===== src/hw/rtl/u8u16_pkg.sv =====
// u8u16_pkg: shared types, constants and byte helpers of the utf-8 to utf-16 transcoder
// used by u8u16_decode and utf8_to_utf16_transcoder; depends on nothing
`default_nettype none

package u8u16_pkg;

    // stream widths
    localparam int unsigned BYTE_W  = 8;
    localparam int unsigned UNIT_W  = 16;
    localparam int unsigned CP_W    = 21;
    localparam int unsigned MAX_RES = 3;

    // unit given for a bad or cut-short lead byte
    localparam logic [UNIT_W-1:0] BAD_UNIT = 16'h0023;

    // code point limits and surrogate bases
    localparam logic [CP_W-1:0]   CP_SUPP_BASE = 21'h010000;
    localparam logic [CP_W-1:0]   CP_LIMIT     = 21'h110000;
    localparam logic [UNIT_W-1:0] SURR_HIGH    = 16'hD800;
    localparam logic [UNIT_W-1:0] SURR_LOW     = 16'hDC00;

    // one result item
    typedef struct packed {
        logic [UNIT_W-1:0] code_unit;
        logic              no_unit;
        logic              end_of_string;
    } result_t;

    // partial sequence held between bytes
    typedef struct packed {
        logic [2:0][BYTE_W-1:0] bytes;
        logic [1:0]             count;
        logic [2:0]             exp_len;
    } pend_t;

    // sequence length announced by a lead byte, 1 for ascii and bad leads
    function automatic logic [2:0] lead_len(input logic [BYTE_W-1:0] b);
        logic [2:0] len;
        begin
            if ((b & 8'hE0) == 8'hC0)
                len = 3'd2;
            else if ((b & 8'hF0) == 8'hE0)
                len = 3'd3;
            else if ((b & 8'hF8) == 8'hF0)
                len = 3'd4;
            else
                len = 3'd1;
            return len;
        end
    endfunction

    // a byte taken alone: ascii passes, anything else is bad
    function automatic logic [UNIT_W-1:0] single_unit(input logic [BYTE_W-1:0] b);
        logic [UNIT_W-1:0] u;
        begin
            if (b[7] == 1'b0)
                u = {8'h00, b};
            else
                u = BAD_UNIT;
            return u;
        end
    endfunction

endpackage

`default_nettype wire


===== src/hw/rtl/u8u16_decode.sv =====
// u8u16_decode: combinational decode of one byte against the held partial sequence
// gives up to three result items and the next partial sequence; depends on u8u16_pkg
`default_nettype none

module u8u16_decode (
    input  wire logic [7:0]                 data_byte,
    input  wire logic                       last_byte,
    input  wire u8u16_pkg::pend_t           pend,
    output u8u16_pkg::result_t [2:0]        results,
    output logic [1:0]                      res_count,
    output u8u16_pkg::pend_t                pend_next
);

    logic [3:0][7:0]  buf_b;
    logic [2:0]       m;
    logic [2:0]       need;
    logic [2:0]       len0;
    logic             complete;
    logic [20:0]      cp;
    logic [20:0]      v;
    logic [2:0][15:0] units;
    logic [1:0]       n;
    logic             none;

    // assemble the sequence: held bytes then the new one
    always_comb
    begin
        buf_b = '0;
        for (int i = 0; i < 3; i++)
        begin
            if (2'(i) < pend.count)
                buf_b[i] = pend.bytes[i];
        end
        buf_b[pend.count] = data_byte;
    end

    assign m        = {1'b0, pend.count} + 3'd1;
    assign need     = (pend.count == 2'd0) ? u8u16_pkg::lead_len(data_byte) : pend.exp_len;
    assign complete = (m >= need);
    assign len0     = u8u16_pkg::lead_len(buf_b[0]);

    // code point of a complete sequence
    always_comb
    begin
        if (buf_b[0][7] == 1'b0)
            cp = {13'd0, buf_b[0]};
        else if (len0 == 3'd2)
            cp = {10'd0, buf_b[0][4:0], buf_b[1][5:0]};
        else if (len0 == 3'd3)
            cp = {5'd0, buf_b[0][3:0], buf_b[1][5:0], buf_b[2][5:0]};
        else if (len0 == 3'd4)
            cp = {buf_b[0][2:0], buf_b[1][5:0], buf_b[2][5:0], buf_b[3][5:0]};
        else
            cp = {5'd0, u8u16_pkg::BAD_UNIT};
    end

    assign v = cp - u8u16_pkg::CP_SUPP_BASE;

    // units of this byte, complete sequence or cut-short replay at end of string
    always_comb
    begin
        units = '0;
        n     = 2'd0;
        none  = 1'b0;
        if (complete)
        begin
            if (cp < u8u16_pkg::CP_SUPP_BASE)
            begin
                units[0] = cp[15:0];
                n        = 2'd1;
            end
            else if (cp < u8u16_pkg::CP_LIMIT)
            begin
                units[0] = u8u16_pkg::SURR_HIGH | {6'd0, v[19:10]};
                units[1] = u8u16_pkg::SURR_LOW | {6'd0, v[9:0]};
                n        = 2'd2;
            end
        end
        else if (last_byte)
        begin
            // the held lead never fits, later bytes are retried as leads
            units[0] = u8u16_pkg::BAD_UNIT;
            n        = 2'd1;
            if (m == 3'd3 && u8u16_pkg::lead_len(buf_b[1]) == 3'd2)
            begin
                units[1] = {5'd0, buf_b[1][4:0], buf_b[2][5:0]};
                n        = 2'd2;
            end
            else if (m >= 3'd2)
            begin
                units[1] = u8u16_pkg::single_unit(buf_b[1]);
                n        = 2'd2;
                if (m == 3'd3)
                begin
                    units[2] = u8u16_pkg::single_unit(buf_b[2]);
                    n        = 2'd3;
                end
            end
        end
        // end mark with no unit
        if (last_byte && n == 2'd0)
        begin
            units[0] = '0;
            n        = 2'd1;
            none     = 1'b1;
        end
    end

    // pack results, end mark on the final one
    always_comb
    begin
        for (int i = 0; i < 3; i++)
        begin
            results[i].code_unit     = units[i];
            results[i].no_unit       = (i == 0) ? none : 1'b0;
            results[i].end_of_string = last_byte && (2'(i) == n - 2'd1);
        end
    end

    assign res_count = n;

    // next partial sequence
    always_comb
    begin
        pend_next = pend;
        if (complete || last_byte)
        begin
            pend_next = '0;
        end
        else
        begin
            pend_next.bytes[pend.count] = data_byte;
            pend_next.count             = m[1:0];
            if (pend.count == 2'd0)
                pend_next.exp_len = need;
        end
    end

endmodule

`default_nettype wire


===== src/hw/rtl/utf8_to_utf16_transcoder.sv =====
// utf8_to_utf16_transcoder: top level, partial sequence state and result buffer;
// depends on u8u16_pkg and u8u16_decode
// a byte's first result appears on m_* in the cycle after its transfer on s_*
// throughput: one byte per cycle; a byte giving k results holds s_tready low until
//   only its last result remains and m_tready is high (result buffer drain), bytes giving no result never stall
// reset (rst_n low, asynchronous): partial sequence and result buffer cleared
`default_nettype none

module utf8_to_utf16_transcoder (
    input  wire logic        clk,
    input  wire logic        rst_n,
    input  wire logic        s_tvalid,
    output logic             s_tready,
    input  wire logic [7:0]  s_tdata,   // [7:0] data_byte
    input  wire logic        s_tlast,   // last_byte
    output logic             m_tvalid,
    input  wire logic        m_tready,
    output logic [15:0]      m_tdata,   // [15:0] code_unit
    output logic             m_tuser,   // [0] no_unit
    output logic             m_tlast    // end_of_string
);

    u8u16_pkg::pend_t          pend_reg;
    u8u16_pkg::pend_t          pend_next;
    u8u16_pkg::result_t [2:0]  dec_res;
    logic [1:0]                dec_cnt;
    u8u16_pkg::result_t [2:0]  res_reg;
    u8u16_pkg::result_t [2:0]  res_next;
    logic [1:0]                cnt_reg;
    logic [1:0]                cnt_next;
    logic                      accept;
    logic                      pop;

    // byte decode
    u8u16_decode u_decode (
        .data_byte (s_tdata),
        .last_byte (s_tlast),
        .pend      (pend_reg),
        .results   (dec_res),
        .res_count (dec_cnt),
        .pend_next (pend_next)
    );

    // handshakes: take a byte once the buffer is empty or its last entry leaves
    assign m_tvalid = (cnt_reg != 2'd0);
    assign pop      = m_tvalid && m_tready;
    assign s_tready = (cnt_reg == 2'd0) || (cnt_reg == 2'd1 && m_tready);
    assign accept   = s_tvalid && s_tready;

    // result buffer: load on transfer in, shift down on transfer out
    always_comb
    begin
        res_next = res_reg;
        cnt_next = cnt_reg;
        if (accept)
        begin
            res_next = dec_res;
            cnt_next = dec_cnt;
        end
        else if (pop)
        begin
            res_next[0] = res_reg[1];
            res_next[1] = res_reg[2];
            cnt_next    = cnt_reg - 2'd1;
        end
    end

    // control and state registers
    always_ff @(posedge clk or negedge rst_n)
    begin
        if (!rst_n)
        begin
            cnt_reg  <= 2'd0;
            pend_reg <= '0;
        end
        else
        begin
            cnt_reg <= cnt_next;
            if (accept)
                pend_reg <= pend_next;
        end
    end

    // result payload
    always_ff @(posedge clk)
    begin
        res_reg <= res_next;
    end

    assign m_tdata = res_reg[0].code_unit;
    assign m_tuser = res_reg[0].no_unit;
    assign m_tlast = res_reg[0].end_of_string;

    // end-only result is always the final and only one
    a_no_unit_alone: assert property (@(posedge clk) disable iff (!rst_n)
        (m_tvalid && m_tuser) |-> (m_tlast && cnt_reg == 2'd1))
        else $error("no-unit result not alone or not marked last");

    // last byte leaves no partial sequence
    a_last_clears: assert property (@(posedge clk) disable iff (!rst_n)
        (accept && s_tlast) |=> (pend_reg.count == 2'd0 && pend_reg.exp_len == 3'd0))
        else $error("partial sequence kept after last byte");

    // held bytes stay below the announced length
    a_pend_bound: assert property (@(posedge clk) disable iff (!rst_n)
        (pend_reg.count != 2'd0) |->
            (pend_reg.exp_len >= 3'd2 && {1'b0, pend_reg.count} < pend_reg.exp_len))
        else $error("partial sequence length out of range");

    // draining without a new byte drops exactly one entry
    a_drain_step: assert property (@(posedge clk) disable iff (!rst_n)
        (pop && !accept) |=> (cnt_reg == $past(cnt_reg) - 2'd1))
        else $error("result buffer count slip");

    // a new byte only arrives when the buffer empties that cycle
    a_no_overrun: assert property (@(posedge clk) disable iff (!rst_n)
        accept |-> (cnt_reg == 2'd0 || pop))
        else $error("byte taken over pending results");

endmodule

`default_nettype wire


===== config.mk =====
export PLATFORM = sky130hd
export DESIGN_NAME = utf8_to_utf16_transcoder
export DESIGN_NICKNAME = d
export VERILOG_FILES = /design/src/hw/rtl/u8u16_pkg.sv /design/src/hw/rtl/u8u16_decode.sv /design/src/hw/rtl/utf8_to_utf16_transcoder.sv
export SDC_FILE = /design/constraint.sdc
export NUM_CORES = 1
export LEC_CHECK = 0
export BUFFER_PORTS_ARGS = -buffer_cell sky130_fd_sc_hd__buf_4
export CAP_MARGIN = 20
export CORE_MARGIN = 2
export CORE_UTILIZATION = 43
export DETAILED_ROUTE_END_ITERATION = 16
export PLACE_DENSITY_LB_ADDON = 0.2
export SLEW_MARGIN = 20
export SYNTH_ARGS = -nofsm -noshare
export SYNTH_HDL_FRONTEND = slang
export SYNTH_SLANG_ARGS = --single-unit

===== constraint.sdc =====
create_clock -name clk -period 4.32 [get_ports clk]
set_clock_uncertainty 0.05 [all_clocks]
set_input_delay 1.296 -clock clk [delete_from_list [all_inputs] [get_ports clk]]
set_output_delay 1.296 -clock clk [all_outputs]
set_load 0.02 [all_outputs]

==> results of run 1 <==
-- Yosys cell counts, drive strengths merged, types with 4 or more instances --
cell type,instances,area [um^2]
o21ai,42,218
edfxtp,39,1170
nand2,39,146
a22o,34,298
dfrtp,30,751
nor2,28,105
buf,27,200
clkbuf,23,86.3
a22oi,22,179
a21oi,15,78.8
inv,14,52.6
mux2i,12,120
ha,11,138
a221oi,10,87.6
nand3,9,45.0
nor3,8,50.1
a211oi,6,45.0
nor3b,5,42.5
a31oi,4,25.0
mux2,4,45.0
nand3b,4,30.0
-- final cells by class --
| class | instances | area share |
|---|---|---|
| multi-input cells | 302 | 0.426 |
| flip-flops and latches | 69 | 0.398 |
| repair buffers | 48 | 0.0771 |
| well taps | 133 | 0.0344 |
| clock inverters | 7 | 0.0285 |
| clock buffers | 9 | 0.0256 |
| inverters | 14 | 0.0109 |
-- placed cells by master, fill, tap and decap left out, types with 3 or more instances in the layout --
cell and n:
buf_4 47, nand2_1 39, edfxtp_1 39, a22o_1 34, o21ai_0 34, dfrtp_1 30, nor2_1 28, a22oi_1 21
inv_1 14, a21oi_1 14, mux2i_1 12, ha_1 11, a221oi_1 10, nand3_1 9, clkbuf_8 9, nor3_1 6
o21ai_1 6, a211oi_1 6, nand3b_1 4, mux2_2 4, nor3b_1 4, a31oi_1 4, bufinv_16 4, nor2b_1 3
a21o_1 3, o221ai_1 3, o21a_1 3, a32oi_1 3
-- worst max-delay path by stage --
stage                           start           end
after CTS                 pend_reg[4]    m_tdata[5]
final                     pend_reg[4]    m_tdata[5]
after floorplan            s_tdata[4]  pend_reg[12]
after global routing      pend_reg[4]    m_tdata[5]
after global placement     s_tdata[4]    m_tdata[5]
after detailed placement   s_tdata[4]    m_tdata[5]
-- per-layer routing --
metal	vias up	GRT usage	routed length (um)
met4	0	0.0763	327
met3	29	0.0401	934
met5	-	0	0
li1	1672	-	-
met2	213	0.346	5530
met1	1732	0.340	5480
-- power by group through the flow --
stage / logic (mW) / clock network [mW] / registers [mW]
after CTS: 1.19 / 0.700 / 1.01
final: 1.21 / 0.700 / 1.01
after floorplan: 0.876 / 0 / 0.999
after detailed placement: 1.19 / 0 / 1.02
after global routing: 1.31 / 0.732 / 1.03
after global placement: 1.19 / 0 / 1.02
-- through the flow --
stage	power [mW]	hold slack, ns	util
floorplan	1.88	0.399	-
global placement	2.21	0.439	0.468
detailed placement	2.21	0.428	0.468
CTS	2.90	0.445	0.495
global route	3.07	0.484	0.495
finish	2.92	0.446	0.495
-- kinds of logic after synthesis --
group | count (synthesis) | synth area share
AOI/OAI and AO/OA | 164 | 0.277
and+or+nand+nor | 110 | 0.128
DFF | 69 | 0.445
buffers and inverters | 64 | 0.0785
muxes | 16 | 0.0382
adders and majority gates | 11 | 0.0319
xor gates and xnor gates | 1 | 0.00203
-- worst max-delay path: cells and delay by family, from the launching register on --
kind	cells	cell delay, ns
buffers and inverters	2	0.40
AOI/OAI and AO/OA	6	1.70
adders and majority gates	2	0.66
DFF	1	0.51
and+or+nand+nor	1	0.15
==> results.json, run 1 <==
{
  "status": "finished clean",
  "finalHoldViolCount": 0,
  "cp_max_fo": 8,
  "sw_frac_of_total": 0.383,
  "reg2reg_to": "m_tdata[5]",
  "synthFlopType": "edfxtp_1",
  "p_int_mw": 1.80,
  "p_leak_nw": 1.91,
  "cap_violations": 0,
  "rsz0062_at_grt": "no",
  "worst_slew_pin_slew_ns": 0.956,
  "largest_register_ffs": 28,
  "cts_root_buffer": "clkbuf_8",
  "fin_area_um2": 4830,
  "slew_headroom": 0.363,
  "seq_power_share": 0.346,
  "min_to": "pend_reg[1]",
  "drive_gt1_frac": 0.176,
  "start_util": 0.442,
  "gp_congestion": 0.951,
  "r2r-start": "pend_reg[4]",
  "slowest_stage": "o311ai_0",
  "p_clk_frac": 0.240,
  "syn2layout_area_growth_pct": 11.9,
  "post-route-period-util": 0.868,
  "placed_cells": 566,
  "htree_num_levels": 3,
  "vias": 3646,
  "worstPathArrival_ns": 3.77,
  "ys_ff_latch": 69,
  "combPwrFrac": 0.414,
  "placementRows": 36,
  "min_from": "pend_reg[1]",
  "drt_iter0_drc": 325,
  "die_h_um": 104,
  "grt_pass1_vias": 3519,
  "instances_no_fill": 582,
  "grt_start_max_net_pins": 36,
  "track_usage": 0.232,
  "slew_violations": 0,
  "ys_warn_count": 0,
  "critPathCaptureType": "flop",
  "syn_nets": 459,
  "startpoint_type": "flop",
  "yosys.cell_types.count": 58,
  "die_area_um2": 10900,
  "detail-route-antenna-nets": 0,
  "ctsHoldBuffers": 0,
  "max_freq_mhz": 267,
  "clkSlewWorstSetupHoldPaths_ns": 0.07,
  "detail_route.drc_violations": 0,
  "cts_setup_buffers": 0,
  "antenna_found_initial": 0,
  "grt_pass1_wl_mm": 19.8,
  "pwr_density_cell_nw_per_um2": 604,
  "layout_min_cycle_time_ns": 3.75,
  "path_cells": "inv_1 > ha_1 > inv_1 > a311o_1 > o21ai_0 > ha_1 > nor2b_1 > o21ai_1 > o311ai_0 > a41o_1 > o221ai_1",
  "cts_resized": 0,
  "multiInputGateArea_um2": 2060,
  "io_buffers": 32,
  "fin_ws_ns": 0.568,
  "io-pin-count": 33,
  "cp_data_required_time_ns": 4.33,
  "routed_via_density": 6.26,
  "grt_overflow": 0,
  "r2r_slack_ns": 0.57,
  "regArea_um2": 1920,
  "wirelength_mm": 12.3,
  "switchingPower_mw": 1.12,
  "ys_seq_area_frac": 0.445,
  "dp_hpwl_mm": 8.74,
  "synth_edf_count": 39,
  "syn-cell-area_um2": 4320,
  "final_nets": 468,
  "syn_area_per_cell_um2": 9.93,
  "ctsLongestPathBuffers": 2,
  "r2r_cells": 11,
  "fillers": 932,
  "dp_slack_ns": 0.387,
  "min_delay_path_depth": 2,
  "postPlaceCellArea_um2": 4570,
  "n_antenna_cell": 0,
  "insertion_delay_ns": 0.36,
  "fin_setup_tns_ns": 0,
  "ir_drop_v": 0.000218,
  "hold_path_class": "flop to flop",
  "core_um2": 9770,
  "avgRoutedWirePerCell_um": 21.1,
  "worstSetupPathType": "flop to flop",
  "first_pass_iters": 6,
  "async_reset_ff_frac": 0.435,
  "die_w_um": 104,
  "clock_sinks": 69,
  "cts_buffers": 9,
  "setup_viol": 0,
  "netlist_instances": 435,
  "cts_tree": "built",
  "slowest_delay_ns": 0.64
}
(Power assumes the default switching activity.)
==> run 2: changes to the inputs <==
--- a/config.mk
+++ b/config.mk
@@ -5,6 +5,7 @@
 export SDC_FILE = /design/constraint.sdc
 export NUM_CORES = 1
 export LEC_CHECK = 0
+export ABC_AREA = 1
 export BUFFER_PORTS_ARGS = -buffer_cell sky130_fd_sc_hd__buf_4
 export CAP_MARGIN = 20
 export CORE_MARGIN = 2
==> constraint.sdc (replaced) <==
create_clock -name clk -period 4.32 [get_ports clk]
set_clock_uncertainty 0.05 [all_clocks]
set_input_delay 1.296 -clock clk [delete_from_list [all_inputs] [get_ports clk]]
set_output_delay 1.296 -clock clk [all_outputs]
set_load 0.005 [all_outputs]
==> results.json, run 2 <==
{
  "postPlaceCellArea_um2": 4600,
  "final_nets": 591,
  "post-route-period-util": 0.835,
  "ctsHoldBuffers": 0,
  "drive_gt1_frac": 0.133,
  "die_h_um": 104,
  "cts_setup_buffers": 0,
  "htree_num_levels": 3,
  "grt_pass1_vias": 3539,
  "yosys.cell_types.count": 39,
  "cp_data_required_time_ns": 4.53,
  "grt_pass1_wl_mm": 19.3,
  "synth_top_area_frac": 0.270,
  "pwr_density_cell_nw_per_um2": 628,
  "io_buffers": 32,
  "cts_resized": 0,
  "hold_path_class": "flop to flop",
  "cts_buffers": 9,
  "syn_area_per_cell_um2": 7.93,
  "cts_tree": "built",
  "path_cells": "buf_4 > inv_1 > nand4_1 > o211ai_1 > o21ai_0 > ha_1 > nand3_1 > nand3_1 > nor2_1 > inv_1 > nor2_1 > nand2_1 > o22ai_1",
  "syn-cell-area_um2": 4340,
  "ys_seq_area_frac": 0.449,
  "async_reset_ff_frac": 0.443,
  "synthFlopType": "edfxtp_1",
  "cp_max_fo": 11,
  "final_cell_mix": "140 x nand2_1, 71 x inv_1, 49 x nor2_1, 40 x buf_4, 39 x edfxtp_1",
  "antenna_found_initial": 0,
  "critPathCaptureType": "flop",
  "track_usage": 0.231,
  "placementRows": 36,
  "dp_slack_ns": 0.366,
  "largest_register_ffs": 29,
  "startpoint_type": "primary input",
  "die_w_um": 104,
  "cap_violations": 0,
  "routed_via_density": 5.38,
  "finalHoldViolCount": 0,
  "hold-worst-slack_ns": 0.435,
  "setup_viol": 0,
  "grt_start_max_net_pins": 33,
  "post-route-util": 0.496,
  "detail-route-antenna-nets": 0,
  "vias": 3795,
  "detail_route.drc_violations": 0,
  "netlist_instances": 547,
  "ys_warn_count": 0,
  "ctsLongestPathBuffers": 2,
  "avgRoutedWirePerCell_um": 17.3,
  "core_um2": 9770,
  "start_util": 0.444,
  "first_pass_iters": 5,
  "max_freq_mhz": 277,
  "status": "finished clean",
  "wirelength_mm": 12.2,
  "insertion_delay_ns": 0.35,
  "slowest_stage": "nand2_1",
  "io-pin-count": 33,
  "gp_congestion": 0.915,
  "ys_ff_latch": 70,
  "slew_violations": 0,
  "ys_top_cells_by_area": "edfxtp_1 27%, dfrtp_1 18%, nand2_1 12%",
  "cts_root_buffer": "clkbuf_8",
  "fin_ws_ns": 0.714,
  "fillers": 991,
  "worstSetupPathType": "primary input to flop",
  "fin_area_um2": 4840,
  "rsz0062_at_grt": "no",
  "grt_overflow": 0,
  "yosysTopAreaCell": "edfxtp_1",
  "clkSlewWorstSetupHoldPaths_ns": 0.08,
  "synth_edf_count": 39,
  "n_antenna_cell": 0,
  "worst_slew_pin_slew_ns": 0.851,
  "clock_sinks": 70,
  "die_area_um2": 10900,
  "dp_hpwl_mm": 9.19,
  "p_leak_nw": 2.14,
  "syn2layout_area_growth_pct": 11.6,
  "syn_nets": 571,
  "synth.most_common_cell": "nand2_1",
  "ir_drop_v": 0.000229,
  "worstPathArrival_ns": 3.82,
  "drt_iter0_drc": 264,
  "layout_min_cycle_time_ns": 3.61,
  "final_common_cell": "nand2_1",
  "slowest_delay_ns": 0.37,
  "synthTopCellsByCount": "140 x nand2_1, 71 x inv_1, 49 x nor2_1",
  "slew_headroom": 0.427,
  "fin_setup_tns_ns": 0
}
[run 2: cell count changes after synthesis, sizes merged, moves of 11 or more]
cell    before  now
nor2        28   53
nand2       39  148
a22oi       22    8
inv         14   73
nand3        9   32
mux2i       12    0
a21oi       15   26
clkbuf      23    7
o21ai       42   30
o22ai        2   34
a22o        34    1
[run 2: final timing paths]
path	start	endpoint	slack [ns]	cells past startpoint
worst max-delay path	s_tdata[3]	pend_reg[0]	0.71	13
worst min-delay path	cnt_reg[1]	cnt_reg[1]	0.44	2
worst max register to register	pend_reg[3]	pend_reg[0]	1.04	13
worst min register to register	cnt_reg[1]	cnt_reg[1]	0.44	2
max in group asynchronous	rst_n	pend_reg[22]	3.08	1
min in group asynchronous	rst_n	pend_reg[9]	0.82	1
[run 2: critical path: cells and delay by family]
family	cells	cell delay, ns
and+or+nand+nor	6	1.40
buffers and inverters	3	0.34
AOI/OAI and AO/OA	3	0.49
adders and majority gates	1	0.29
[run 2: through the flow]
step,std cells,power (mW)
CTS,705,3.04
detailed placement,689,2.38
global placement,689,2.36
global route,705,3.24
floorplan,547,2.01
finish,705,3.04
[run 2: cell families (layout without fill, tap and decap cells)]
family                     after synthesis  after routing  synth area share
adders and majority gates               11             11            0.0317
DFF                                     70             70             0.449
xor gates and xnor gates                 1              1           0.00202
buffers and inverters                  104            129             0.111
and+or+nand+nor                        251            251             0.256
AOI/OAI and AO/OA                      110            110             0.151
[run 2: layout make-up]
cell class | instances | area (um^2) | share of cell area
clock inverters | 7 | 120 | 0.0248
clock buffers | 9 | 124 | 0.0256
repair buffers | 40 | 300 | 0.0620
multi-input cells | 373 | 1910 | 0.395
well taps | 133 | 166 | 0.0344
flip-flops and latches | 70 | 1950 | 0.402
inverters | 73 | 274 | 0.0566
[run 2: layer usage]
layer / part of all wire / vias up / wire, um / track usage
met3: 0.055 / 32 / 670 / 0.0489
met1: 0.44 / 1771 / 5400 / 0.301
met2: 0.46 / 137 / 5570 / 0.361
met4: 0.045 / 0 / 550 / 0.117
li1: - / 1855 / - / -
met5: 0 / - / 0 / 0
[run 2: report_power, final]
part	total (mW)	internal, mW	switching (mW)
clock network	0.663	0.386	0.277
logic	1.32	0.438	0.881
registers	1.06	0.990	0.0667
==> run 3: changes to the inputs <==
==> constraint.sdc (replaced) <==
create_clock -name clk -period 3.7 [get_ports clk]
set_clock_uncertainty 0.05 [all_clocks]
set_input_delay 1.11 -clock clk [delete_from_list [all_inputs] [get_ports clk]]
set_output_delay 1.11 -clock clk [all_outputs]
set_load 0.005 [all_outputs]
==> results.json, run 3 (synthesized netlist as in run 2, its figures left out) <==
{
  "pwr_density_cell_nw_per_um2": 697,
  "startpoint_type": "primary input",
  "path_cells": "buf_4 > nand2_1 > inv_1 > nand4_1 > nand2_1 > o21ai_0 > ha_1 > a21oi_1 > nand3_1 > nor2_1 > nand2_1 > or2_2 > a21oi_1",
  "grt_use_met1": 0.294,
  "max_freq_mhz": 303,
  "rsz0062_at_grt": "no",
  "htree_num_levels": 3,
  "die_w_um": 104,
  "cts_root_buffer": "clkbuf_8",
  "grt_start_max_net_pins": 33,
  "clock_sinks": 70,
  "insertion_delay_ns": 0.35,
  "cpMostUsedCell": "nand2_1",
  "use_met2": 0.390,
  "vias": 3769,
  "gp_congestion": 0.902,
  "antenna_found_initial": 0,
  "cts_resized": 0,
  "track_usage": 0.231,
  "post-route-period-util": 0.892,
  "fin_setup_tns_ns": 0,
  "worst_slew_pin_slew_ns": 1.06,
  "ir_drop_v": 0.000249,
  "grt_overflow": 0,
  "syn2layout_area_growth_pct": 11.7,
  "status": "finished clean",
  "cp_max_fo": 9,
  "critPathCaptureType": "flop",
  "n_antenna_cell": 0,
  "setup_viol": 0,
  "cp_data_required_time_ns": 3.84,
  "final_nets": 601,
  "avgRoutedWirePerCell_um": 16.9,
  "largest_register_ffs": 29,
  "finalHoldViolCount": 0,
  "io_buffers": 32,
  "placementRows": 36,
  "detail-route-antenna-nets": 0,
  "die_h_um": 104,
  "clkSlewWorstSetupHoldPaths_ns": 0.08,
  "slew_headroom": 0.292,
  "slowest_stage": "nor2_1",
  "fin_ws_ns": 0.400,
  "io-pin-count": 33,
  "cp.buffers_inverters": 2,
  "grt_pass1_vias": 3610,
  "worstSetupPathType": "primary input to flop",
  "ctsLongestPathBuffers": 2,
  "cts_tree": "built",
  "top_usage_layer": "met2",
  "p_leak_nw": 2.14,
  "cts_setup_buffers": 0,
  "post-route-util": 0.496,
  "dp_slack_ns": 0.0631,
  "die_area_um2": 10900,
  "dp_hpwl_mm": 9.42,
  "postPlaceCellArea_um2": 4670,
  "wirelength_mm": 12.1,
  "layout_min_cycle_time_ns": 3.30,
  "hold_path_class": "flop to flop",
  "cts_buffers": 9,
  "detail_route.drc_violations": 0,
  "final_common_cell": "nand2_1",
  "slowest_delay_ns": 0.37,
  "drt_iter0_drc": 271,
  "drive_gt1_frac": 0.149,
  "core_um2": 9770,
  "final_cell_mix": "140 x nand2_1, 71 x inv_1, 50 x buf_4, 49 x nor2_1, 39 x edfxtp_1",
  "crit_family": "simple AND/OR/NAND/NOR gates",
  "grt_pass1_wl_mm": 19.3,
  "start_util": 0.444,
  "first_pass_iters": 5,
  "slew_violations": 0,
  "met3_usage": 0.0370,
  "fin_area_um2": 4850,
  "routed_via_density": 5.27,
  "ctsHoldBuffers": 0,
  "worstPathArrival_ns": 3.44,
  "cap_violations": 0
}
## run 3: cell count changes in the layout (fill, tap and decap cells not counted)
| cell | before | now |
|---|---|---|
| buf_4 | 40 | 50 |
| bufinv_16 | 3 | 0 |
| clkinv_2 | 0 | 2 |
| clkinv_4 | 2 | 1 |
| clkinv_1 | 1 | 0 |
| clkinvlp_4 | 0 | 3 |
## run 3: path summary, 6_finish.rpt
| kind | end | startpoint | slack, ns | depth (start not counted) |
|---|---|---|---|---|
| min | cnt_reg[1] | cnt_reg[1] | 0.45 | 2 |
| min in group asynchronous | pend_reg[24] | rst_n | 0.64 | 1 |
| max reg2reg | res_reg[27] | pend_reg[3] | 0.44 | 11 |
| min reg2reg | cnt_reg[1] | cnt_reg[1] | 0.45 | 2 |
| max in group asynchronous | pend_reg[12] | rst_n | 2.67 | 1 |
| max | res_reg[27] | s_tdata[7] | 0.40 | 13 |
## run 3: power by group
part,switching (mW),internal (mW),total [mW]
logic,1.03,0.559,1.59
clock network,0.311,0.244,0.554
registers,0.0811,1.16,1.24
## run 3: through the flow
| stage | cells | total power, mW | hold slack (ns) |
|---|---|---|---|
| 2_1_floorplan | 547 | 2.35 | 0.399 |
| 3_3_place_gp | 699 | 2.82 | 0.417 |
| 3_5_place_dp | 699 | 2.84 | 0.438 |
| 5_1_grt | 715 | 3.64 | 0.487 |
| 4_1_cts | 715 | 3.40 | 0.457 |
| 6_report | 715 | 3.38 | 0.452 |
## run 3: worst reg2reg max path: cells and delay by family, from the launching register on
kind	cells	cell delay (ns)
DFF	1	0.48
adders and majority gates	2	0.67
and+or+nand+nor	5	1.23
AOI/OAI and AO/OA	2	0.41
buffers and inverters	2	0.27
## run 3: metal layers
metal,share of wire,wire length (um),up-vias
met1,0.43,5210,1741
li1,-,-,1877
met5,0,0,-
met4,0.032,390,0
met2,0.49,5980,124
met3,0.043,515,27
## run 3: cell type report
class / count / area (um^2)
Multi-Input combinational cell: 373 / 1910
Clock inverter: 7 / 50.0
Clock buffer: 9 / 124
Timing Repair Buffer: 50 / 375
Fill cell: 988 / 4930
Sequential cell: 70 / 1950
Inverter: 73 / 274
Tap cell: 133 / 166
